[src/hw/rtl/n_queens_solution_enumerator_unit_defines.svh]
// Assertion macros shared by the N-queens enumerator modules.
// Each macro expects signals named clk and rst_n in the scope where it is used.
`ifndef N_QUEENS_SOLUTION_ENUMERATOR_UNIT_DEFINES_SVH
`define N_QUEENS_SOLUTION_ENUMERATOR_UNIT_DEFINES_SVH

// Same-cycle implication, checked at every rising edge outside reset.
`define NQSE_ASSERT_IMPL(lbl, ante, cons, msg) \
  lbl: assert property (@(posedge clk) disable iff (!rst_n) (ante) |-> (cons)) \
    else $error(msg);

// Next-cycle implication, checked at every rising edge outside reset.
`define NQSE_ASSERT_NEXT(lbl, ante, cons, msg) \
  lbl: assert property (@(posedge clk) disable iff (!rst_n) (ante) |=> (cons)) \
    else $error(msg);

`endif

[src/hw/rtl/nqse_pkg.sv]
// Package of the N-queens enumerator: field widths, constants and the
// command and status types between controller and datapath. No dependencies.
package nqse_pkg;

  localparam int NQSE_MAX_N     = 8;   // largest board the search supports
  localparam int NQSE_OUT_COLS  = 8;   // column fields carried by a result
  localparam int NQSE_BS_W      = 4;   // board size register width
  localparam int NQSE_ROW_W     = 4;   // row plus one field width
  localparam int NQSE_SOL_W     = 7;   // solution number width
  localparam int NQSE_TST_W     = 16;  // test counter width

  localparam logic [NQSE_BS_W-1:0]  NQSE_BOARD_RESET = 4'd8;
  localparam logic [NQSE_TST_W-1:0] NQSE_TST_MAX     = 16'hFFFF;

  // Commands from the controller to the datapath.
  typedef struct packed {
    logic cfg_load;  // take a new board size, then clear the search
    logic clear;     // clear the search
    logic step;      // one iteration of the backtracking loop
    logic lift;      // take the queen of the current row off the board
  } nqse_cmd_t;

  // Status from the datapath, valid for a step issued in this cycle.
  typedef struct packed {
    logic emits;  // the step produces a result
    logic backs;  // the step moves up a row, so a lift must follow
  } nqse_stat_t;

endpackage

[src/hw/rtl/nqse_if.sv]
// Channel interfaces of the N-queens enumerator: request, result and
// configuration write. Depends on nqse_pkg for the payload widths.

interface nqse_req_if import nqse_pkg::*; ();
  logic valid;
  logic ready;
  logic restart;

  modport source (output valid, output restart, input ready);
  modport sink   (input valid, input restart, output ready);
endinterface

interface nqse_res_if import nqse_pkg::*; ();
  logic                  valid;
  logic                  ready;
  logic [NQSE_ROW_W-1:0] row_of_col0;
  logic [NQSE_ROW_W-1:0] row_of_col1;
  logic [NQSE_ROW_W-1:0] row_of_col2;
  logic [NQSE_ROW_W-1:0] row_of_col3;
  logic [NQSE_ROW_W-1:0] row_of_col4;
  logic [NQSE_ROW_W-1:0] row_of_col5;
  logic [NQSE_ROW_W-1:0] row_of_col6;
  logic [NQSE_ROW_W-1:0] row_of_col7;
  logic [NQSE_SOL_W-1:0] solution_number;
  logic [NQSE_TST_W-1:0] tests_since_last;
  logic                  search_done;

  modport source (output valid, output row_of_col0, output row_of_col1,
                  output row_of_col2, output row_of_col3, output row_of_col4,
                  output row_of_col5, output row_of_col6, output row_of_col7,
                  output solution_number, output tests_since_last,
                  output search_done, input ready);
  modport sink   (input valid, input row_of_col0, input row_of_col1,
                  input row_of_col2, input row_of_col3, input row_of_col4,
                  input row_of_col5, input row_of_col6, input row_of_col7,
                  input solution_number, input tests_since_last,
                  input search_done, output ready);
endinterface

interface nqse_cfg_if import nqse_pkg::*; ();
  logic                 valid;
  logic                 ready;
  logic [NQSE_BS_W-1:0] board_size;

  modport source (output valid, output board_size, input ready);
  modport sink   (input valid, input board_size, output ready);
endinterface

[src/hw/rtl/nqse_dp.sv]
// Datapath of the N-queens enumerator: occupancy flags, per-row stack,
// counters and the result register. Depends on nqse_pkg and the macro header.
`include "n_queens_solution_enumerator_unit_defines.svh"

module nqse_dp import nqse_pkg::*; #(
  parameter int MAX_N = NQSE_MAX_N
) (
  input  logic                                     clk,
  input  logic                                     rst_n,
  input  nqse_cmd_t                                cmd,
  input  logic [NQSE_BS_W-1:0]                     cfg_board_size,
  output nqse_stat_t                               stat,
  output logic [NQSE_OUT_COLS-1:0][NQSE_ROW_W-1:0] res_rows,
  output logic [NQSE_SOL_W-1:0]                    res_sol,
  output logic [NQSE_TST_W-1:0]                    res_tests,
  output logic                                     res_done
);

  localparam int LW  = $clog2(MAX_N + 1);  // holds 0..MAX_N
  localparam int RIW = $clog2(MAX_N);      // row or column index
  localparam int DW  = 2 * MAX_N - 1;      // diagonals on the board
  localparam int DIW = $clog2(DW);
  localparam int DPW = 2 ** DIW;           // diagonal vector padded to its index range

  logic [NQSE_BS_W-1:0]          board_size_r, board_size_nxt;
  logic [MAX_N-1:0]              col_used_r, col_used_nxt;
  logic [DW-1:0]                 rdiag_r, rdiag_nxt;
  logic [DW-1:0]                 fdiag_r, fdiag_nxt;
  logic [MAX_N-1:0][LW-1:0]      next_col_r, next_col_nxt;
  logic [MAX_N-1:0][LW-1:0]      queen_row_r, queen_row_nxt;
  logic [LW-1:0]                 level_r, level_nxt;
  logic [NQSE_SOL_W-1:0]         sol_r, sol_nxt;
  logic [NQSE_TST_W-1:0]         tcnt_r, tcnt_nxt;
  logic                          exh_r, exh_nxt;

  logic [NQSE_OUT_COLS-1:0][NQSE_ROW_W-1:0] rows_r, rows_nxt;
  logic [NQSE_SOL_W-1:0]         out_sol_r;
  logic [NQSE_TST_W-1:0]         out_tests_r, tests_emit;
  logic                          out_done_r, done_nxt, load_out;

  logic [LW-1:0]                 n;
  logic [RIW-1:0]                ri, ci, lci, col_sel;
  logic [LW-1:0]                 cval, lift_col, lvl_inc;
  logic                          held, row_end, free;
  logic [DIW-1:0]                rise_idx, fall_idx;
  logic [DIW-1:0]                rise_tst, fall_tst;
  logic [DPW-1:0]                rdiag_pad, fdiag_pad, rd_pad_nxt, fd_pad_nxt;

  // Board edge in use: zero acts as one, anything above MAX_N as MAX_N.
  always_comb begin
    if (board_size_r == '0) begin
      n = LW'(1);
    end else if (board_size_r > NQSE_BS_W'(MAX_N)) begin
      n = LW'(MAX_N);
    end else begin
      n = LW'(board_size_r);
    end
  end

  // Square under test, or the queen to lift, in the row at the current level.
  assign held     = (level_r >= n);
  assign ri       = level_r[RIW-1:0];
  assign cval     = next_col_r[ri];
  assign row_end  = (cval >= n);
  assign ci       = cval[RIW-1:0];
  assign lift_col = cval - LW'(1);
  assign lci      = lift_col[RIW-1:0];
  assign col_sel  = cmd.lift ? lci : ci;
  assign rise_idx = DIW'(col_sel) + DIW'(MAX_N - 1) - DIW'(ri);
  assign fall_idx = DIW'(ri) + DIW'(col_sel);
  // The square test looks only at registers, so the status never waits on a command.
  assign rise_tst = DIW'(ci) + DIW'(MAX_N - 1) - DIW'(ri);
  assign fall_tst = DIW'(ri) + DIW'(ci);
  assign rdiag_pad = DPW'(rdiag_r);
  assign fdiag_pad = DPW'(fdiag_r);
  assign free     = !col_used_r[ci] && !rdiag_pad[rise_tst] && !fdiag_pad[fall_tst];
  assign lvl_inc  = level_r + LW'(1);

  assign stat.emits = exh_r || (!held && (row_end ? (level_r == '0)
                                                  : (free && lvl_inc == n)));
  assign stat.backs = !exh_r && (held || (row_end && level_r != '0));

  always_comb begin
    board_size_nxt = board_size_r;
    col_used_nxt   = col_used_r;
    rd_pad_nxt     = rdiag_pad;
    fd_pad_nxt     = fdiag_pad;
    next_col_nxt   = next_col_r;
    queen_row_nxt  = queen_row_r;
    level_nxt      = level_r;
    sol_nxt        = sol_r;
    tcnt_nxt       = tcnt_r;
    exh_nxt        = exh_r;
    load_out       = 1'b0;
    done_nxt       = 1'b0;

    if (cmd.cfg_load) begin
      board_size_nxt = cfg_board_size;
    end

    if (cmd.cfg_load || cmd.clear) begin
      col_used_nxt  = '0;
      rd_pad_nxt    = '0;
      fd_pad_nxt    = '0;
      next_col_nxt  = '0;
      queen_row_nxt = '0;
      level_nxt     = '0;
      sol_nxt       = '0;
      tcnt_nxt      = '0;
      exh_nxt       = 1'b0;
    end else if (cmd.lift) begin
      col_used_nxt[lci]   = 1'b0;
      rd_pad_nxt[rise_idx] = 1'b0;
      fd_pad_nxt[fall_idx] = 1'b0;
      queen_row_nxt[lci]  = '0;
    end else if (cmd.step) begin
      if (exh_r) begin
        load_out = 1'b1;
        done_nxt = 1'b1;
      end else if (held) begin
        // A solution is on the board: drop back to its last row.
        level_nxt = n - LW'(1);
      end else if (row_end) begin
        next_col_nxt[ri] = '0;
        if (level_r == '0) begin
          exh_nxt  = 1'b1;
          load_out = 1'b1;
          done_nxt = 1'b1;
        end else begin
          level_nxt = level_r - LW'(1);
        end
      end else begin
        if (tcnt_r != NQSE_TST_MAX) begin
          tcnt_nxt = tcnt_r + NQSE_TST_W'(1);
        end
        next_col_nxt[ri] = cval + LW'(1);
        if (free) begin
          col_used_nxt[ci]     = 1'b1;
          rd_pad_nxt[rise_idx] = 1'b1;
          fd_pad_nxt[fall_idx] = 1'b1;
          queen_row_nxt[ci]    = lvl_inc;
          level_nxt            = lvl_inc;
          if (lvl_inc == n) begin
            sol_nxt  = sol_r + NQSE_SOL_W'(1);
            load_out = 1'b1;
          end
        end
      end
    end

    // Every result hands over the running test count and restarts it.
    tests_emit = tcnt_nxt;
    if (load_out) begin
      tcnt_nxt = '0;
    end
  end

  assign rdiag_nxt = rd_pad_nxt[DW-1:0];
  assign fdiag_nxt = fd_pad_nxt[DW-1:0];

  for (genvar j = 0; j < NQSE_OUT_COLS; j++) begin : g_rows
    if (j < MAX_N) begin : g_used
      assign rows_nxt[j] = done_nxt ? '0 : NQSE_ROW_W'(queen_row_nxt[j]);
    end else begin : g_unused
      assign rows_nxt[j] = '0;
    end
  end

  always_ff @(posedge clk) begin
    if (!rst_n) begin
      board_size_r <= NQSE_BOARD_RESET;
      col_used_r   <= '0;
      rdiag_r      <= '0;
      fdiag_r      <= '0;
      next_col_r   <= '0;
      queen_row_r  <= '0;
      level_r      <= '0;
      sol_r        <= '0;
      tcnt_r       <= '0;
      exh_r        <= 1'b0;
    end else begin
      board_size_r <= board_size_nxt;
      col_used_r   <= col_used_nxt;
      rdiag_r      <= rdiag_nxt;
      fdiag_r      <= fdiag_nxt;
      next_col_r   <= next_col_nxt;
      queen_row_r  <= queen_row_nxt;
      level_r      <= level_nxt;
      sol_r        <= sol_nxt;
      tcnt_r       <= tcnt_nxt;
      exh_r        <= exh_nxt;
    end
  end

  always_ff @(posedge clk) begin
    if (load_out) begin
      rows_r      <= rows_nxt;
      out_sol_r   <= sol_nxt;
      out_tests_r <= tests_emit;
      out_done_r  <= done_nxt;
    end
  end

  assign res_rows  = rows_r;
  assign res_sol   = out_sol_r;
  assign res_tests = out_tests_r;
  assign res_done  = out_done_r;

  `NQSE_ASSERT_IMPL(a_level_range, 1'b1, level_r <= LW'(MAX_N), "search level beyond board")
  `NQSE_ASSERT_IMPL(a_exh_empty, exh_r, level_r == '0 && col_used_r == '0, "exhausted with queens left")
  `NQSE_ASSERT_IMPL(a_sol_full, load_out && !done_nxt, $countones(col_used_nxt) == int'(n), "solution without full board")

endmodule

[src/hw/rtl/nqse_ctrl.sv]
// Controller of the N-queens enumerator: handshakes and the step/lift
// sequencer. Depends on nqse_pkg and the macro header.
`include "n_queens_solution_enumerator_unit_defines.svh"

module nqse_ctrl import nqse_pkg::*; (
  input  logic       clk,
  input  logic       rst_n,
  input  nqse_stat_t stat,
  input  logic       in_valid,
  input  logic       in_restart,
  output logic       in_ready,
  output logic       out_valid,
  input  logic       out_ready,
  input  logic       cfg_valid,
  output logic       cfg_ready,
  output nqse_cmd_t  cmd
);

  localparam logic [1:0] S_IDLE = 2'd0;
  localparam logic [1:0] S_STEP = 2'd1;
  localparam logic [1:0] S_LIFT = 2'd2;

  logic [1:0] state_r, state_nxt;
  logic       out_valid_r, out_valid_nxt;
  logic       out_free;

  // The result register can take a new result when empty or being drained.
  assign out_free = !out_valid_r || out_ready;

  always_comb begin
    cmd       = '0;
    state_nxt = state_r;
    in_ready  = (state_r == S_IDLE);
    cfg_ready = (state_r == S_IDLE);
    case (state_r)
      S_IDLE: begin
        cmd.cfg_load = cfg_valid;
        if (in_valid) begin
          cmd.clear = in_restart;
          state_nxt = S_STEP;
        end
      end
      S_STEP: begin
        if (stat.emits) begin
          if (out_free) begin
            cmd.step  = 1'b1;
            state_nxt = S_IDLE;
          end
        end else begin
          cmd.step = 1'b1;
          if (stat.backs) begin
            state_nxt = S_LIFT;
          end
        end
      end
      S_LIFT: begin
        cmd.lift  = 1'b1;
        state_nxt = S_STEP;
      end
      default: begin
        state_nxt = S_IDLE;
      end
    endcase
  end

  assign out_valid_nxt = (out_valid_r && !out_ready) || (cmd.step && stat.emits);
  assign out_valid     = out_valid_r;

  always_ff @(posedge clk) begin
    if (!rst_n) begin
      state_r     <= S_IDLE;
      out_valid_r <= 1'b0;
    end else begin
      state_r     <= state_nxt;
      out_valid_r <= out_valid_nxt;
    end
  end

  `NQSE_ASSERT_IMPL(a_emit_space, cmd.step && stat.emits, out_free, "result over a pending result")
  `NQSE_ASSERT_NEXT(a_lift_follows, cmd.step && stat.backs, cmd.lift, "backtrack without lift")
  `NQSE_ASSERT_IMPL(a_one_op, cmd.step || cmd.lift, !(cmd.step && cmd.lift) && !cmd.clear && !cmd.cfg_load, "overlapping datapath commands")

endmodule

[src/hw/rtl/n_queens_solution_enumerator_unit.sv]
// Top level of the N-queens solution enumerator: joins the controller and
// the datapath. Depends on nqse_pkg, the nqse_if interfaces, nqse_ctrl, nqse_dp.
//
//   Channel  Direction  Payload                                   Transfer when
//   cfg_ch   in         board_size                                valid & ready
//   in_ch    in         restart                                   valid & ready
//   out_ch   out        row_of_col0..7, solution_number,          valid & ready
//                       tests_since_last, search_done
//
// A request is taken while the controller is idle; the search then makes one step
// per square test, plus a step for each row left exhausted and a lift of the queen
// above it, plus a step and a lift to reopen a held solution.
// Reset (rst_n low, synchronous) sets an 8 board and an empty search.
// A finished result waits in the output register; the search stalls only when
// it has the next result ready and that register is still full.
//
// The search is a depth-first walk held in flip-flops: column, rising-diagonal
// and falling-diagonal occupancy flags, and for each row the next column to
// test. Rows fill from row 0 upward and each row tries columns from low to
// high. Taking a queen off (a lift) happens in the cycle after the level drops,
// so the row stack is only ever read and written at the current level.
// A restart request, or any write of the board size, clears the whole search.
// Once every placement has been tried, each request returns a done result
// until the search is cleared again.

module n_queens_solution_enumerator_unit import nqse_pkg::*; #(
  parameter int MAX_N = NQSE_MAX_N
) (
  input  logic          clk,
  input  logic          rst_n,
  nqse_cfg_if.sink      cfg_ch,
  nqse_req_if.sink      in_ch,
  nqse_res_if.source    out_ch
);

  nqse_cmd_t  cmd;
  nqse_stat_t stat;

  logic [NQSE_OUT_COLS-1:0][NQSE_ROW_W-1:0] res_rows;
  logic [NQSE_SOL_W-1:0]                    res_sol;
  logic [NQSE_TST_W-1:0]                    res_tests;
  logic                                     res_done;

  // The controller owns every handshake and sequences the search.
  nqse_ctrl u_ctrl (
    .clk        (clk),
    .rst_n      (rst_n),
    .stat       (stat),
    .in_valid   (in_ch.valid),
    .in_restart (in_ch.restart),
    .in_ready   (in_ch.ready),
    .out_valid  (out_ch.valid),
    .out_ready  (out_ch.ready),
    .cfg_valid  (cfg_ch.valid),
    .cfg_ready  (cfg_ch.ready),
    .cmd        (cmd)
  );

  // The datapath holds the board, the row stack, the counters and the
  // result register that drives the output payload.
  nqse_dp #(
    .MAX_N (MAX_N)
  ) u_dp (
    .clk            (clk),
    .rst_n          (rst_n),
    .cmd            (cmd),
    .cfg_board_size (cfg_ch.board_size),
    .stat           (stat),
    .res_rows       (res_rows),
    .res_sol        (res_sol),
    .res_tests      (res_tests),
    .res_done       (res_done)
  );

  assign out_ch.row_of_col0      = res_rows[0];
  assign out_ch.row_of_col1      = res_rows[1];
  assign out_ch.row_of_col2      = res_rows[2];
  assign out_ch.row_of_col3      = res_rows[3];
  assign out_ch.row_of_col4      = res_rows[4];
  assign out_ch.row_of_col5      = res_rows[5];
  assign out_ch.row_of_col6      = res_rows[6];
  assign out_ch.row_of_col7      = res_rows[7];
  assign out_ch.solution_number  = res_sol;
  assign out_ch.tests_since_last = res_tests;
  assign out_ch.search_done      = res_done;

endmodule
[src/flat_wrapper.sv]
// flat-port wrapper written by rule: the top's interface ports become plain ports
module n_queens_solution_enumerator_unit_flat import nqse_pkg::*;
#(
  parameter int MAX_N = NQSE_MAX_N
)
  (clk, rst_n, cfg_ch_valid, cfg_ch_board_size, cfg_ch_ready, in_ch_valid, in_ch_restart, in_ch_ready, out_ch_valid, out_ch_row_of_col0, out_ch_row_of_col1, out_ch_row_of_col2, out_ch_row_of_col3, out_ch_row_of_col4, out_ch_row_of_col5, out_ch_row_of_col6, out_ch_row_of_col7, out_ch_solution_number, out_ch_tests_since_last, out_ch_search_done, out_ch_ready);
  nqse_cfg_if cfg_ch_i ();
  nqse_req_if in_ch_i ();
  nqse_res_if out_ch_i ();
  input  logic clk;
  input  logic rst_n;
  input wire logic [$bits(cfg_ch_i.valid)-1:0] cfg_ch_valid;
  input wire logic [$bits(cfg_ch_i.board_size)-1:0] cfg_ch_board_size;
  output wire logic [$bits(cfg_ch_i.ready)-1:0] cfg_ch_ready;
  input wire logic [$bits(in_ch_i.valid)-1:0] in_ch_valid;
  input wire logic [$bits(in_ch_i.restart)-1:0] in_ch_restart;
  output wire logic [$bits(in_ch_i.ready)-1:0] in_ch_ready;
  output wire logic [$bits(out_ch_i.valid)-1:0] out_ch_valid;
  output wire logic [$bits(out_ch_i.row_of_col0)-1:0] out_ch_row_of_col0;
  output wire logic [$bits(out_ch_i.row_of_col1)-1:0] out_ch_row_of_col1;
  output wire logic [$bits(out_ch_i.row_of_col2)-1:0] out_ch_row_of_col2;
  output wire logic [$bits(out_ch_i.row_of_col3)-1:0] out_ch_row_of_col3;
  output wire logic [$bits(out_ch_i.row_of_col4)-1:0] out_ch_row_of_col4;
  output wire logic [$bits(out_ch_i.row_of_col5)-1:0] out_ch_row_of_col5;
  output wire logic [$bits(out_ch_i.row_of_col6)-1:0] out_ch_row_of_col6;
  output wire logic [$bits(out_ch_i.row_of_col7)-1:0] out_ch_row_of_col7;
  output wire logic [$bits(out_ch_i.solution_number)-1:0] out_ch_solution_number;
  output wire logic [$bits(out_ch_i.tests_since_last)-1:0] out_ch_tests_since_last;
  output wire logic [$bits(out_ch_i.search_done)-1:0] out_ch_search_done;
  input wire logic [$bits(out_ch_i.ready)-1:0] out_ch_ready;
  assign cfg_ch_i.valid = cfg_ch_valid;
  assign cfg_ch_i.board_size = cfg_ch_board_size;
  assign cfg_ch_ready = cfg_ch_i.ready;
  assign in_ch_i.valid = in_ch_valid;
  assign in_ch_i.restart = in_ch_restart;
  assign in_ch_ready = in_ch_i.ready;
  assign out_ch_valid = out_ch_i.valid;
  assign out_ch_row_of_col0 = out_ch_i.row_of_col0;
  assign out_ch_row_of_col1 = out_ch_i.row_of_col1;
  assign out_ch_row_of_col2 = out_ch_i.row_of_col2;
  assign out_ch_row_of_col3 = out_ch_i.row_of_col3;
  assign out_ch_row_of_col4 = out_ch_i.row_of_col4;
  assign out_ch_row_of_col5 = out_ch_i.row_of_col5;
  assign out_ch_row_of_col6 = out_ch_i.row_of_col6;
  assign out_ch_row_of_col7 = out_ch_i.row_of_col7;
  assign out_ch_solution_number = out_ch_i.solution_number;
  assign out_ch_tests_since_last = out_ch_i.tests_since_last;
  assign out_ch_search_done = out_ch_i.search_done;
  assign out_ch_i.ready = out_ch_ready;
  n_queens_solution_enumerator_unit #(.MAX_N(MAX_N)) u_core (.clk(clk), .rst_n(rst_n), .cfg_ch(cfg_ch_i), .in_ch(in_ch_i), .out_ch(out_ch_i));
endmodule
[config.mk]
export PLATFORM = sky130hd
export DESIGN_NAME = n_queens_solution_enumerator_unit_flat
export DESIGN_NICKNAME = d
export VERILOG_FILES = /design/src/hw/rtl/nqse_pkg.sv /design/src/hw/rtl/nqse_if.sv /design/src/hw/rtl/nqse_dp.sv /design/src/hw/rtl/nqse_ctrl.sv /design/src/hw/rtl/n_queens_solution_enumerator_unit.sv /design/src/flat_wrapper.sv
export VERILOG_INCLUDE_DIRS = /design/src /design/src/hw/rtl
export SDC_FILE = /design/constraint.sdc
export NUM_CORES = 1
export LEC_CHECK = 0
export BUFFER_PORTS_ARGS = -buffer_cell sky130_fd_sc_hd__buf_2
export CORE_ASPECT_RATIO = 1.25
export CORE_UTILIZATION = 45
export CTS_CLUSTER_SIZE = 12
export DETAILED_ROUTE_END_ITERATION = 16
export GPL_TIMING_DRIVEN = 0
export PLACE_DENSITY_LB_ADDON = 0.08
export SLEW_MARGIN = 40
export SYNTH_ARGS = -nofsm -noshare
export SYNTH_HDL_FRONTEND = slang
export SYNTH_SLANG_ARGS = --single-unit
[constraint.sdc]
create_clock -name clk -period 16.87 [get_ports clk]
set_clock_uncertainty 0.2 [all_clocks]
set_input_delay 3.374 -clock clk [delete_from_list [all_inputs] [get_ports clk]]
set_output_delay 3.374 -clock clk [all_outputs]
set_load 0.02 [all_outputs]
Word level (Yosys, flattened, before mapping)
Index checks and enable logic that the tools add are counted.
{"block": "op_classes", "add_sub_neg": 13, "magnitude_cmp": 15, "eq_ne": 11, "n_mux": 99, "n_bitwise": 17, "reduce_logical": 39}
{"operator": "2-to-1 mux 32 bit", "count": 8}
{"operator": "2-to-1 mux 15 bit", "count": 12}
{"operator": "2-to-1 mux 16 bit", "count": 7}
{"operator": "bitwise AND 32 bit", "count": 2}
{"operator": "bitwise mux 32 bit", "count": 2}
{"operator": "NOT 32 bit", "count": 2}
{"operator": "2-to-1 mux 7 bit", "count": 8}
{"operator": "2-to-1 mux 8 bit", "count": 6}
{"operator": "2-to-1 mux 4 bit", "count": 10}
{"operator": "demux 4 bit (select 3 bit)", "count": 3}
{"operator": "bitwise AND 15 bit", "count": 2}
{"operator": "NOT 15 bit", "count": 2}
{"operator": "bitwise OR 15 bit", "count": 2}
{"operator": "2-to-1 mux 1 bit", "count": 28}
{"operator": "less-than comparator 4 x 5 -> 1 bit (second input constant)", "count": 4}
{"operator": "adder 16 x 1 -> 16 bit (second input constant)", "count": 1}
{"operator": "inequality test 16 bit (second input constant)", "count": 1}
{"operator": "logical AND 1 bit", "count": 13}
{"operator": "binary-select mux 4 bit (select 3 bit)", "count": 1}
{"operator": "less-than comparator 3 x 4 -> 1 bit (second input constant)", "count": 3}
{"operator": "2-to-1 mux 2 bit", "count": 5}
{"operator": "AND reduction 5 bit", "count": 2}
{"operator": "greater-or-equal comparator 3 x 1 -> 1 bit (second input constant)", "count": 3}
{"operator": "adder 3 x 3 -> 4 bit", "count": 2}
{"operator": "37 further kinds", "count": 65}
{"block": "word_totals", "register_bits": 193, "inputBits": 10, "out_inout_bits": 59, "word_cells": 231}

Logic depth before layout (Yosys ltp)
Gate-level depths: netlist of the first run.
{"block": "depth", "ltp_word": 19, "ltp_mapped": 19, "ltp_nobuf": 16}

Hierarchy
From an unflattened synthesis of the first run, not the netlist that was laid out.
{"block": "unflattened", "cells_unflattened": 975, "hier_area_um2": 9684.3}
{"module": "nqse_dp", "instances": 1, "cells_per_inst": 955, "area_per_inst_um2": 9516.6, "seq_area_each_um2": 4364.2}
{"module": "nqse_ctrl", "instances": 1, "cells_per_inst": 20, "area_per_inst_um2": 167.7, "seq_area_each_um2": 60.1}

Worst setup path after synthesis of the first run
Ideal clock, no wire load.
{"block": "synth_path", "path_type": "input-to-reg", "from": "input out_ch_ready", "to": "register u_core.u_dp.tcnt_r[13]", "setup_ns": 0.120, "arrival_ns": 7.145, "required_time_ns": 16.550, "slack_ns": 9.405, "cell_stages": 7, "n_path_buf": 2, "path_cell_list": "nand2b_1 -> nand2_1 -> a21oi_1 -> nand2b_1 -> clkbuf_1 -> buf_2 -> nor2_1"}
{"block": "synth_between", "elab_chain_len": 8, "elab_cells_between_ends": 11, "cone_classes": "mux (9); reduce/logical (2)"}
{"item": "from (decl)", "line_no": "flat_wrapper.sv:30", "source": "input wire logic [$bits(out_ch_i.ready)-1:0] out_ch_ready;"}
{"item": "logical OR 1 bit", "line_no": "nqse_ctrl.sv:28", "source": "assign out_free = !out_valid_r || out_ready;"}
{"item": "2-to-1 mux 1 bit", "line_no": "nqse_ctrl.sv:45", "source": "if (out_free) begin"}
{"item": "2-to-1 mux 1 bit", "line_no": "nqse_ctrl.sv:44", "source": "if (stat.emits) begin"}
{"item": "2-to-1 mux 1 bit", "line_no": "nqse_ctrl.sv:35", "source": "case (state_r)"}
{"item": "2-to-1 mux 1 bit", "line_no": "nqse_dp.sv:116", "source": "end else if (cmd.step) begin"}
{"item": "2-to-1 mux 1 bit", "line_no": "nqse_dp.sv:111", "source": "end else if (cmd.lift) begin"}
{"item": "2-to-1 mux 1 bit", "line_no": "nqse_dp.sv:101", "source": "if (cmd.cfg_load || cmd.clear) begin"}
{"item": "net u_core.u_dp.load_out", "line_no": "nqse_dp.sv:39", "source": "logic out_done_r, done_nxt, load_out;"}
{"item": "OR reduction 2 bit (no source line)"}
{"item": "to (signal assigned)", "line_no": "nqse_dp.sv:190", "source": "tcnt_r <= tcnt_nxt;"}
{"item": "to (decl)", "line_no": "nqse_dp.sv:33", "source": "logic [NQSE_TST_W-1:0] tcnt_r, tcnt_nxt;"}
The timed path passes the listed nets, and every way through them passes these cells.
A chain may end at the register's enable or synchronous reset.

Worst setup path in the final report of the first run
{"block": "layout_path", "from": "register u_core.u_dp.level_r[2]", "to": "register u_core.u_dp.tcnt_r[15]"}
{"block": "layout_between", "elab_chain_len": 19, "elab_cells_between_ends": 44, "cone_classes": "add/sub (4); order compare (2); eq/ne (1); mux (26); reduce/logical (11)"}
{"item": "from (decl)", "line_no": "nqse_dp.sv:31", "source": "logic [LW-1:0] level_r, level_nxt;"}
{"item": "from (signal assigned)", "line_no": "nqse_dp.sv:188", "source": "level_r <= level_nxt;"}
{"item": "binary-select mux 4 bit (select 3 bit)", "line_no": "nqse_dp.sv:63", "source": "assign cval = next_col_r[ri];"}
{"item": "2-to-1 mux 4 bit (not written as such)", "line_no": "nqse_dp.sv:63"}
{"item": "adder 3 x 3 -> 4 bit", "line_no": "nqse_dp.sv:72", "source": "assign rise_tst = DIW'(ci) + DIW'(MAX_N - 1) - DIW'(ri);"}
{"item": "subtractor 4 x 3 -> 4 bit", "line_no": "nqse_dp.sv:72"}
{"item": "binary-select mux 1 bit (select 4 bit)", "line_no": "nqse_dp.sv:76", "source": "assign free = !col_used_r[ci] && !rdiag_pad[rise_tst] && !fdiag_pad[fall_tst];"}
{"item": "2-to-1 mux 1 bit (not written as such)", "line_no": "nqse_dp.sv:76"}
{"item": "logical NOT 1 bit", "line_no": "nqse_dp.sv:76"}
{"item": "logical AND 1 bit (2 in series)", "line_no": "nqse_dp.sv:76"}
{"item": "(+3 left out)"}
{"item": "logical OR 1 bit", "line_no": "nqse_dp.sv:79", "source": "assign stat.emits = exh_r || (!held && (row_end ? (level_r == '0)"}
{"item": "2-to-1 mux 1 bit", "line_no": "nqse_ctrl.sv:44"}
{"item": "2-to-1 mux 1 bit", "line_no": "nqse_ctrl.sv:35"}
{"item": "2-to-1 mux 1 bit (*)", "line_no": "nqse_dp.sv:116"}
{"item": "2-to-1 mux 1 bit (*)", "line_no": "nqse_dp.sv:111"}
{"item": "2-to-1 mux 1 bit (*)", "line_no": "nqse_dp.sv:101"}
{"item": "net u_core.u_dp.load_out", "line_no": "nqse_dp.sv:39"}
{"item": "OR reduction 2 bit (no source line) (*)"}
Mark *: on every way through the listed nets, which the timed path passes. The rest lies on a longest branch. The select of a mux whose other input is x is not followed.

==> impl_metrics.json, run 1 <==
{
  "yosysUniqueCellTypes": 72,
  "grt_setup_unrepaired": "no",
  "primary_ff_master_synth": "sky130_fd_sc_hd__dfxtp_1",
  "path_max_fanout": 16,
  "first_global_vias": 6947,
  "status": "complete, no violations",
  "ctsHtreeMaxLevel": 4,
  "die-area_um2": 21400,
  "synthToLayoutAreaGrowth_pct": 14.1,
  "number_of_antenna_violations_at_the_first_check_in_global_routing": 0,
  "clk_root_buffer_cell": "sky130_fd_sc_hd__clkbuf_16",
  "synth-edff-count": 56,
  "fmax_ghz": 0.166,
  "drv_cap": 0,
  "holdCritPathClass": "flip-flop to flip-flop",
  "non_filler_instance_count_after_layout": 1327,
  "gate_count_post_synth": 954,
  "finalNetCount": 1087,
  "io_pins": 69,
  "cts_tree": "built",
  "finalHoldWorstSlack_ns": 0.259,
  "ir_worst_vdd_v": 0.0000782,
  "filler_cell_count": 1884,
  "synth-seq-cells": 193,
  "critical_path_end_type": "flip-flop",
  "floorplan.die.height_um": 163,
  "critical_path_start_type": "flip-flop",
  "required_ns": 16.99,
  "cts_hold_buf": 0,
  "place_congestion": 0.865,
  "slew_headroom_pct": 47.5,
  "post_route_cells_drive_above_1_share_pct": 14.9,
  "fin_crit_ns": 6.04,
  "insertion_delay_ns": 0.43,
  "syn_nets": 997,
  "post_cts.repair.setup_buffers": 0,
  "wl_cell_um": 16.6,
  "detailed_routing_iteration_count_for_the_pre_antenna_repair_pass": 7,
  "worstMarginPinSlew_ns": 0.784,
  "post_synth.cell_area_avg_um2": 9.83,
  "worst_hold_path.endpoint": "u_core.u_dp.next_col_r[16]$_SDFFE_PP0P_",
  "crit-reg2reg-launch": "u_core.u_dp.level_r[2]$_SDFFE_PP0P_",
  "first_iter_violations": 393,
  "crit_start": "u_core.u_dp.level_r[2]$_SDFFE_PP0P_",
  "clock_buffers_created_by_tritoncts": 17,
  "r2r_setup_slack_ns": 10.83,
  "die_w_um": 131,
  "dp_hpwl_um": 16200,
  "crit_type": "flip-flop to flip-flop",
  "hold_fails_final_rpt": 0,
  "postSynth.asyncResetShare_pct": 0,
  "clk_transition_reported_paths_ns": 0.07,
  "final-max-slew-violation-count": 0,
  "post_synth_instance_area_um2": 9370,
  "floorplan.core_area_um2": 20200,
  "placement.io_buffers": 68,
  "worst_r2r_endpoint": "u_core.u_dp.tcnt_r[15]$_SDFF_PP0_",
  "groute.usage.overall_pct": 22.0,
  "finalWirelength_um": 22100,
  "setup_viol_count_final": 0,
  "synthesis.yosys.warnings": 0,
  "power.total_mw": 1.19,
  "worst_hold_path.num_cells": 2,
  "setup_total_negative_slack_ns": 0,
  "hold_start": "u_core.u_dp.next_col_r[16]$_SDFFE_PP0P_",
  "total_leakage_power_nw": 4.18,
  "sequential_fraction_of_the_synthesis_area_pct": 47.2,
  "ant_nets": 0,
  "clk_path_buf_depth": 2,
  "globalRoute.totalOverflow": 0,
  "fin_crit_share_pct": 35.8,
  "maximum_number_of_pins_on_one_net_before_global_route_repair": 20,
  "power.density_cell_area_nw_per_um2": 111,
  "routed-via-count": 7138,
  "ff2ff_path_depth": 17,
  "grt_first_pass_wirelength_um": 36100,
  "antenna_cells": 0,
  "total_of_cells_resized_after_clock_tree_synthesis": 0,
  "clkSinkCount": 193,
  "initial_cell_density_of_the_core_pct": 46.3,
  "post-route-drc-count": 0,
  "drt-vias-per-instance": 5.38,
  "placed_cells_incl_taps": 1295,
  "core.rowCount": 58,
  "critical_path_arrival_ns": 6.16
}
layout by cell type, fill, tap and decap left out, types with 6 or more instances in the layout:
master | synthesis | routed
sky130_fd_sc_hd__a21o_1 | 6 | 6
sky130_fd_sc_hd__ha_1 | 29 | 29
sky130_fd_sc_hd__mux2i_1 | 77 | 77
sky130_fd_sc_hd__clkbuf_1 | 27 | 27
sky130_fd_sc_hd__a211oi_1 | 18 | 18
sky130_fd_sc_hd__nand4_1 | 9 | 9
sky130_fd_sc_hd__and2_1 | 8 | 8
sky130_fd_sc_hd__nand3_1 | 39 | 39
sky130_fd_sc_hd__buf_2 | 6 | 74
sky130_fd_sc_hd__nand2b_1 | 15 | 15
sky130_fd_sc_hd__a31oi_1 | 31 | 31
sky130_fd_sc_hd__dfxtp_1 | 137 | 137
sky130_fd_sc_hd__o21ai_0 | 23 | 23
sky130_fd_sc_hd__nor2b_1 | 9 | 9
sky130_fd_sc_hd__mux4_2 | 10 | 10
sky130_fd_sc_hd__clkbuf_16 | 0 | 17
sky130_fd_sc_hd__nor2_1 | 163 | 163
sky130_fd_sc_hd__nor3_1 | 16 | 15
sky130_fd_sc_hd__a21oi_1 | 22 | 21
sky130_fd_sc_hd__and3_1 | 14 | 14
sky130_fd_sc_hd__nand2_1 | 92 | 92
sky130_fd_sc_hd__inv_1 | 19 | 19
sky130_fd_sc_hd__xnor2_1 | 9 | 9
sky130_fd_sc_hd__edfxtp_1 | 56 | 56
sky130_fd_sc_hd__xor2_1 | 22 | 22
layout make-up:
| type | count | area, um^2 | share of cell area (%) |
|---|---|---|---|
| multi-input cells | 696 | 4670 | 43.7 |
| flip-flops and latches | 193 | 4420 | 41.4 |
| clock buffers | 18 | 429 | 4.01 |
| repair buffers | 71 | 410 | 3.84 |
| well taps | 270 | 338 | 3.16 |
| plain buffers | 44 | 211 | 1.98 |
| clock inverters | 14 | 124 | 1.16 |
| inverters | 21 | 81.3 | 0.761 |
where the power goes:
| group | total (mW) | internal, mW | switching, mW |
|---|---|---|---|
| clock | 0.382 | 0.194 | 0.189 |
| combinational | 0.309 | 0.0963 | 0.213 |
| sequential | 0.498 | 0.490 | 0.00778 |
| total | 1.19 | 0.780 | 0.409 |
cells by family (layout without fill, tap and decap cells):
kind of cell             count (synthesis)  in the layout  share of synthesized area, %
adder cells (fa/ha/maj)                 33             33                          4.73
flip-flops                             193            193                          47.2
multiplexers                            92             92                          11.3
AND/OR/NAND/NOR                        405            405                          20.9
AO/OA/AOI/OAI                          133            133                          9.52
XOR/XNOR                                33             33                          3.24
buffers and inverters                   65            168                          3.11
critical path, stage by stage (launching register included):
cell and delay [ns]:
sky130_fd_sc_hd__dfxtp_1 0.66, sky130_fd_sc_hd__buf_6 0.25, sky130_fd_sc_hd__mux4_2 0.38, sky130_fd_sc_hd__mux2i_1 0.59, sky130_fd_sc_hd__inv_1 0.24, sky130_fd_sc_hd__ha_1 0.43
sky130_fd_sc_hd__xor2_1 0.44, sky130_fd_sc_hd__mux2_2 0.39, sky130_fd_sc_hd__or3_1 0.30, sky130_fd_sc_hd__o31ai_1 0.16, sky130_fd_sc_hd__and2_4 0.30, sky130_fd_sc_hd__nand4_1 0.18
sky130_fd_sc_hd__a21oi_4 0.41, sky130_fd_sc_hd__buf_16 0.21, sky130_fd_sc_hd__nand2b_1 0.11, sky130_fd_sc_hd__clkbuf_1 0.29, sky130_fd_sc_hd__buf_2 0.30, sky130_fd_sc_hd__nor2_1 0.06
worst max path at each step:
stage / to / slack, ns / cells after the start
final: u_core.u_dp.tcnt_r[15]$_SDFF_PP0_ / 10.83 / 17
after global routing: u_core.u_dp.tcnt_r[15]$_SDFF_PP0_ / 10.51 / 17
after CTS: u_core.u_dp.tcnt_r[10]$_SDFF_PP0_ / 10.86 / 17
after detailed placement: u_core.u_dp.tcnt_r[4]$_SDFF_PP0_ / 10.89 / 17
after global placement: u_core.u_dp.tcnt_r[15]$_SDFF_PP0_ / 7.46 / 15
after floorplan: u_core.u_dp.tcnt_r[13]$_SDFF_PP0_ / 9.41 / 7
cells in the mapped netlist, types with 4 or more instances:
cell type	count	share of area (%)
sky130_fd_sc_hd__mux4_2	10	2.4
sky130_fd_sc_hd__mux2i_1	77	8.2
sky130_fd_sc_hd__a31oi_1	31	2.1
sky130_fd_sc_hd__ha_1	29	3.9
sky130_fd_sc_hd__xnor2_1	9	0.84
sky130_fd_sc_hd__o21ai_0	23	1.2
sky130_fd_sc_hd__and3_1	14	0.93
sky130_fd_sc_hd__or3_1	5	0.33
sky130_fd_sc_hd__xor2_1	22	2.1
sky130_fd_sc_hd__nand2_1	92	3.7
sky130_fd_sc_hd__and2_1	8	0.53
sky130_fd_sc_hd__clkbuf_1	27	1.1
sky130_fd_sc_hd__or2_2	5	0.33
sky130_fd_sc_hd__nor4_4	5	1.1
sky130_fd_sc_hd__inv_1	19	0.76
sky130_fd_sc_hd__nand3_1	39	2.1
sky130_fd_sc_hd__buf_1	4	0.16
sky130_fd_sc_hd__a211oi_1	18	1.4
sky130_fd_sc_hd__nand4_1	9	0.60
sky130_fd_sc_hd__buf_4	4	0.32
sky130_fd_sc_hd__dfxtp_1	137	29
sky130_fd_sc_hd__a21o_1	6	0.48
sky130_fd_sc_hd__fa_1	4	0.85
sky130_fd_sc_hd__nor2b_1	9	0.60
sky130_fd_sc_hd__a21boi_0	6	0.48
sky130_fd_sc_hd__a21oi_1	22	1.2
sky130_fd_sc_hd__nor2_1	163	6.5
sky130_fd_sc_hd__nand2b_1	15	1.0
sky130_fd_sc_hd__nand3b_1	4	0.32
sky130_fd_sc_hd__nor3_1	16	0.85
sky130_fd_sc_hd__a41oi_1	4	0.37
sky130_fd_sc_hd__edfxtp_1	56	18
sky130_fd_sc_hd__buf_2	6	0.32
per-stage QoR:
stage | cell area [um^2] | setup slack, ns | util [%]
global placement | 10100 | 7.46 | 49.6
floorplan | 9370 | 9.41 | -
finish | 10700 | 10.83 | 52.8
global route | 10700 | 10.51 | 52.8
CTS | 10700 | 10.86 | 52.8
detailed placement | 10100 | 10.89 | 50.1
metal layers:
metal | routed length, um | vias to the layer above | global-route usage, %
met5 | 0 | - | 0
met4 | 391 | 0 | 6.74
met3 | 610 | 27 | 3.70
met2 | 11000 | 127 | 37.6
met1 | 10100 | 3420 | 28.0
li1 | - | 3564 | -
Power figures use the tool's default switching activity.
==> inputs of run 2 (changes only) <==
--- a/config.mk
+++ b/config.mk
@@ -6,6 +6,7 @@
 export SDC_FILE = /design/constraint.sdc
 export NUM_CORES = 1
 export LEC_CHECK = 0
+export ABC_AREA = 1
 export BUFFER_PORTS_ARGS = -buffer_cell sky130_fd_sc_hd__buf_2
 export CORE_ASPECT_RATIO = 1.25
 export CORE_UTILIZATION = 45
==> constraint.sdc (replaced) <==
create_clock -name clk -period 5.4 [get_ports clk]
set_clock_uncertainty 0.2 [all_clocks]
set_input_delay 1.08 -clock clk [delete_from_list [all_inputs] [get_ports clk]]
set_output_delay 1.08 -clock clk [all_outputs]
set_load 0.02 [all_outputs]
==> impl_metrics.json, run 2 <==
{
  "status": "complete, no violations",
  "syn_nets": 1577,
  "filler_cell_count": 2333,
  "detailed_routing_iteration_count_for_the_pre_antenna_repair_pass": 8,
  "synthToLayoutAreaGrowth_pct": 12.8,
  "critical_path_start_type": "flip-flop",
  "place_congestion": 0.913,
  "insertion_delay_ns": 0.45,
  "first_global_vias": 9654,
  "critical_path_arrival_ns": 5.16,
  "ctsHtreeMaxLevel": 4,
  "area_occupied_by_multi_input_gates_um2": 5580,
  "layout_commonest_cell": "sky130_fd_sc_hd__nand2_1",
  "crit_path_top_delay_cell": "sky130_fd_sc_hd__nor4_2",
  "globalRoute.totalOverflow": 0,
  "routed-via-count": 10400,
  "synthesis.yosys.warnings": 0,
  "ir_worst_vdd_v": 0.000345,
  "drv_cap": 0,
  "worstMarginPinSlew_ns": 0.746,
  "ant_nets": 0,
  "maximum_number_of_pins_on_one_net_before_global_route_repair": 42,
  "clk_transition_reported_paths_ns": 0.07,
  "max_stage_delay_ns": 0.47,
  "core.rowCount": 62,
  "floorplan.die.height_um": 175,
  "power.density_cell_area_nw_per_um2": 591,
  "finalWirelength_um": 30400,
  "holdCritPathClass": "flip-flop to flip-flop",
  "synth_common_cells": "sky130_fd_sc_hd__nand2_1 (370), sky130_fd_sc_hd__nor2_1 (257), sky130_fd_sc_hd__nand3_1 (157), sky130_fd_sc_hd__dfxtp_1 (137), sky130_fd_sc_hd__inv_1 (120)",
  "top_cell_type_by_total_area_after_synthesis": "sky130_fd_sc_hd__dfxtp_1",
  "setup_viol_count_final": 0,
  "dp_hpwl_um": 22300,
  "floorplan.core_area_um2": 23200,
  "groute.usage.overall_pct": 25.6,
  "final-max-slew-violation-count": 0,
  "synth-edff-count": 56,
  "required_ns": 5.40,
  "synth.top_cell.area_share_pct": 25.5,
  "path_max_fanout": 12,
  "postSynth.asyncResetShare_pct": 0,
  "gate_count_post_synth": 1534,
  "slew_headroom_pct": 50.3,
  "critical_path_end_type": "flip-flop",
  "clkSinkCount": 193,
  "cts_tree": "built",
  "cts_hold_buf": 0,
  "placement.io_buffers": 68,
  "io_pins": 69,
  "post_route_cells_drive_above_1_share_pct": 10.1,
  "die-area_um2": 24600,
  "first_iter_violations": 823,
  "crit_type": "flip-flop to flip-flop",
  "post_synth_instance_area_um2": 10800,
  "hold_fails_final_rpt": 0,
  "yosysUniqueCellTypes": 40,
  "finalNetCount": 1667,
  "post_synth.cell_area_avg_um2": 7.02,
  "ff2ff_path_depth": 25,
  "sequential_fraction_of_the_synthesis_area_pct": 41.1,
  "drt-vias-per-instance": 5.38,
  "worst_hold_path.num_cells": 2,
  "fin_crit_ns": 5.16,
  "initial_cell_density_of_the_core_pct": 46.4,
  "synth.most_common_cell": "sky130_fd_sc_hd__nand2_1",
  "fmax_ghz": 0.194,
  "post-route-drc-count": 0,
  "total_leakage_power_nw": 5.24,
  "clock_buffers_created_by_tritoncts": 17,
  "fin_crit_share_pct": 95.6,
  "setup_total_negative_slack_ns": 0,
  "synthTopCellsByArea": "sky130_fd_sc_hd__dfxtp_1 (25%), sky130_fd_sc_hd__edfxtp_1 (16%), sky130_fd_sc_hd__nand2_1 (13%)",
  "critical_path.most_common_cell": "sky130_fd_sc_hd__nand2_1",
  "primary_ff_master_synth": "sky130_fd_sc_hd__dfxtp_1",
  "wl_cell_um": 15.8,
  "clk_root_buffer_cell": "sky130_fd_sc_hd__clkbuf_16",
  "synth-seq-cells": 193,
  "final-seq-area_um2": 4430,
  "clk_path_buf_depth": 2,
  "grt_first_pass_wirelength_um": 49500,
  "die_w_um": 140,
  "finalHoldWorstSlack_ns": 0.249,
  "antenna_cells": 0,
  "most-common-layout-cells": "sky130_fd_sc_hd__nand2_1 (370), sky130_fd_sc_hd__nor2_1 (255), sky130_fd_sc_hd__nand3_1 (157)",
  "number_of_antenna_violations_at_the_first_check_in_global_routing": 0
}
[run 2: changes by cell type in the layout (fill, tap and decap cells not counted), moves of 17 or more]
cell	delta
sky130_fd_sc_hd__nand4_1	+52
sky130_fd_sc_hd__nand2_1	+278
sky130_fd_sc_hd__mux2i_1	-77
sky130_fd_sc_hd__a31oi_1	-28
sky130_fd_sc_hd__a211oi_1	-17
sky130_fd_sc_hd__a21oi_1	+57
sky130_fd_sc_hd__o21ai_0	+55
sky130_fd_sc_hd__inv_1	+99
sky130_fd_sc_hd__nor2_1	+92
sky130_fd_sc_hd__nand3_1	+118
[run 2: power breakdown]
group / switching [mW] / internal [mW]
clock network: 0.583 / 0.661
logic: 2.85 / 1.04
registers: 0.154 / 1.89
total: 3.59 / 3.59
[run 2: metal layers]
layer | GRT usage (%) | vias to the layer above | wire length (um) | part of all wire [%]
li1 | - | 5234 | - | -
met1 | 31.4 | 4830 | 13600 | 45
met2 | 45.5 | 241 | 15000 | 49
met3 | 4.00 | 47 | 1170 | 3.8
met4 | 8.70 | 0 | 613 | 2.0
met5 | 0 | - | 0 | 0
[run 2: worst paths after layout]
path | end | startpoint | slack [ns]
max reg2reg | u_core.u_dp.res_rows[5]$_SDFFCE_PP0P_ | u_core.u_dp.level_r[2]$_SDFFE_PP0P_ | 0.24
min | u_core.u_dp.next_col_r[9]$_SDFFE_PP0P_ | u_core.u_dp.next_col_r[9]$_SDFFE_PP0P_ | 0.25
min reg2reg | u_core.u_dp.next_col_r[9]$_SDFFE_PP0P_ | u_core.u_dp.next_col_r[9]$_SDFFE_PP0P_ | 0.25
max | u_core.u_dp.res_rows[5]$_SDFFCE_PP0P_ | u_core.u_dp.level_r[2]$_SDFFE_PP0P_ | 0.24
[run 2: logic make-up after synthesis]
family | count (synthesis) | share of synthesized area [%]
AOI/OAI and AO/OA | 186 | 9.14
buffers and inverters | 201 | 7.55
and+or+nand+nor | 892 | 35.6
adders and majority gates | 33 | 4.11
DFF | 193 | 41.1
xor gates and xnor gates | 29 | 2.53
[run 2: metrics by stage]
| stage | power, mW | utilization (%) | std cells | setup slack [ns] | instance area, um^2 |
|---|---|---|---|---|---|
| after global placement | 5.82 | 49.5 | 1890 | -1.41 | 11500 |
| after global routing | 7.74 | 52.4 | 1925 | -0.0119 | 12100 |
| after floorplan | 4.77 | - | 1534 | 0.192 | 10800 |
| final | 7.18 | 52.4 | 1925 | 0.238 | 12100 |
| after detailed placement | 5.85 | 49.6 | 1891 | -0.518 | 11500 |
| after CTS | 7.16 | 52.2 | 1924 | 0.0743 | 12100 |
[run 2: repair_timing]
action | CTS | global route
endpoints found under the setup margin | 239 | 212
setup buffers | 1 | 1
pin swaps | 0 | 1
resized for setup | 8 | 7
[run 2: worst max-delay path, delay by kind of cell, from the launching register on]
kind	cells	cell delay (ns)
XOR/XNOR	1	0.31
adder cells (fa/ha/maj)	2	0.62
buffers and inverters	5	0.76
flip-flops	1	0.41
AND/OR/NAND/NOR	17	2.59
[run 2: area by class of cell]
| cell class | instances | share of cell area (%) |
|---|---|---|
| plain buffers | 71 | 2.79 |
| flip-flops and latches | 193 | 36.4 |
| well taps | 288 | 2.97 |
| clock inverters | 10 | 0.618 |
| inverters | 130 | 4.07 |
| repair buffers | 71 | 3.09 |
| multi-input cells | 1140 | 45.9 |
| clock buffers | 22 | 4.09 |
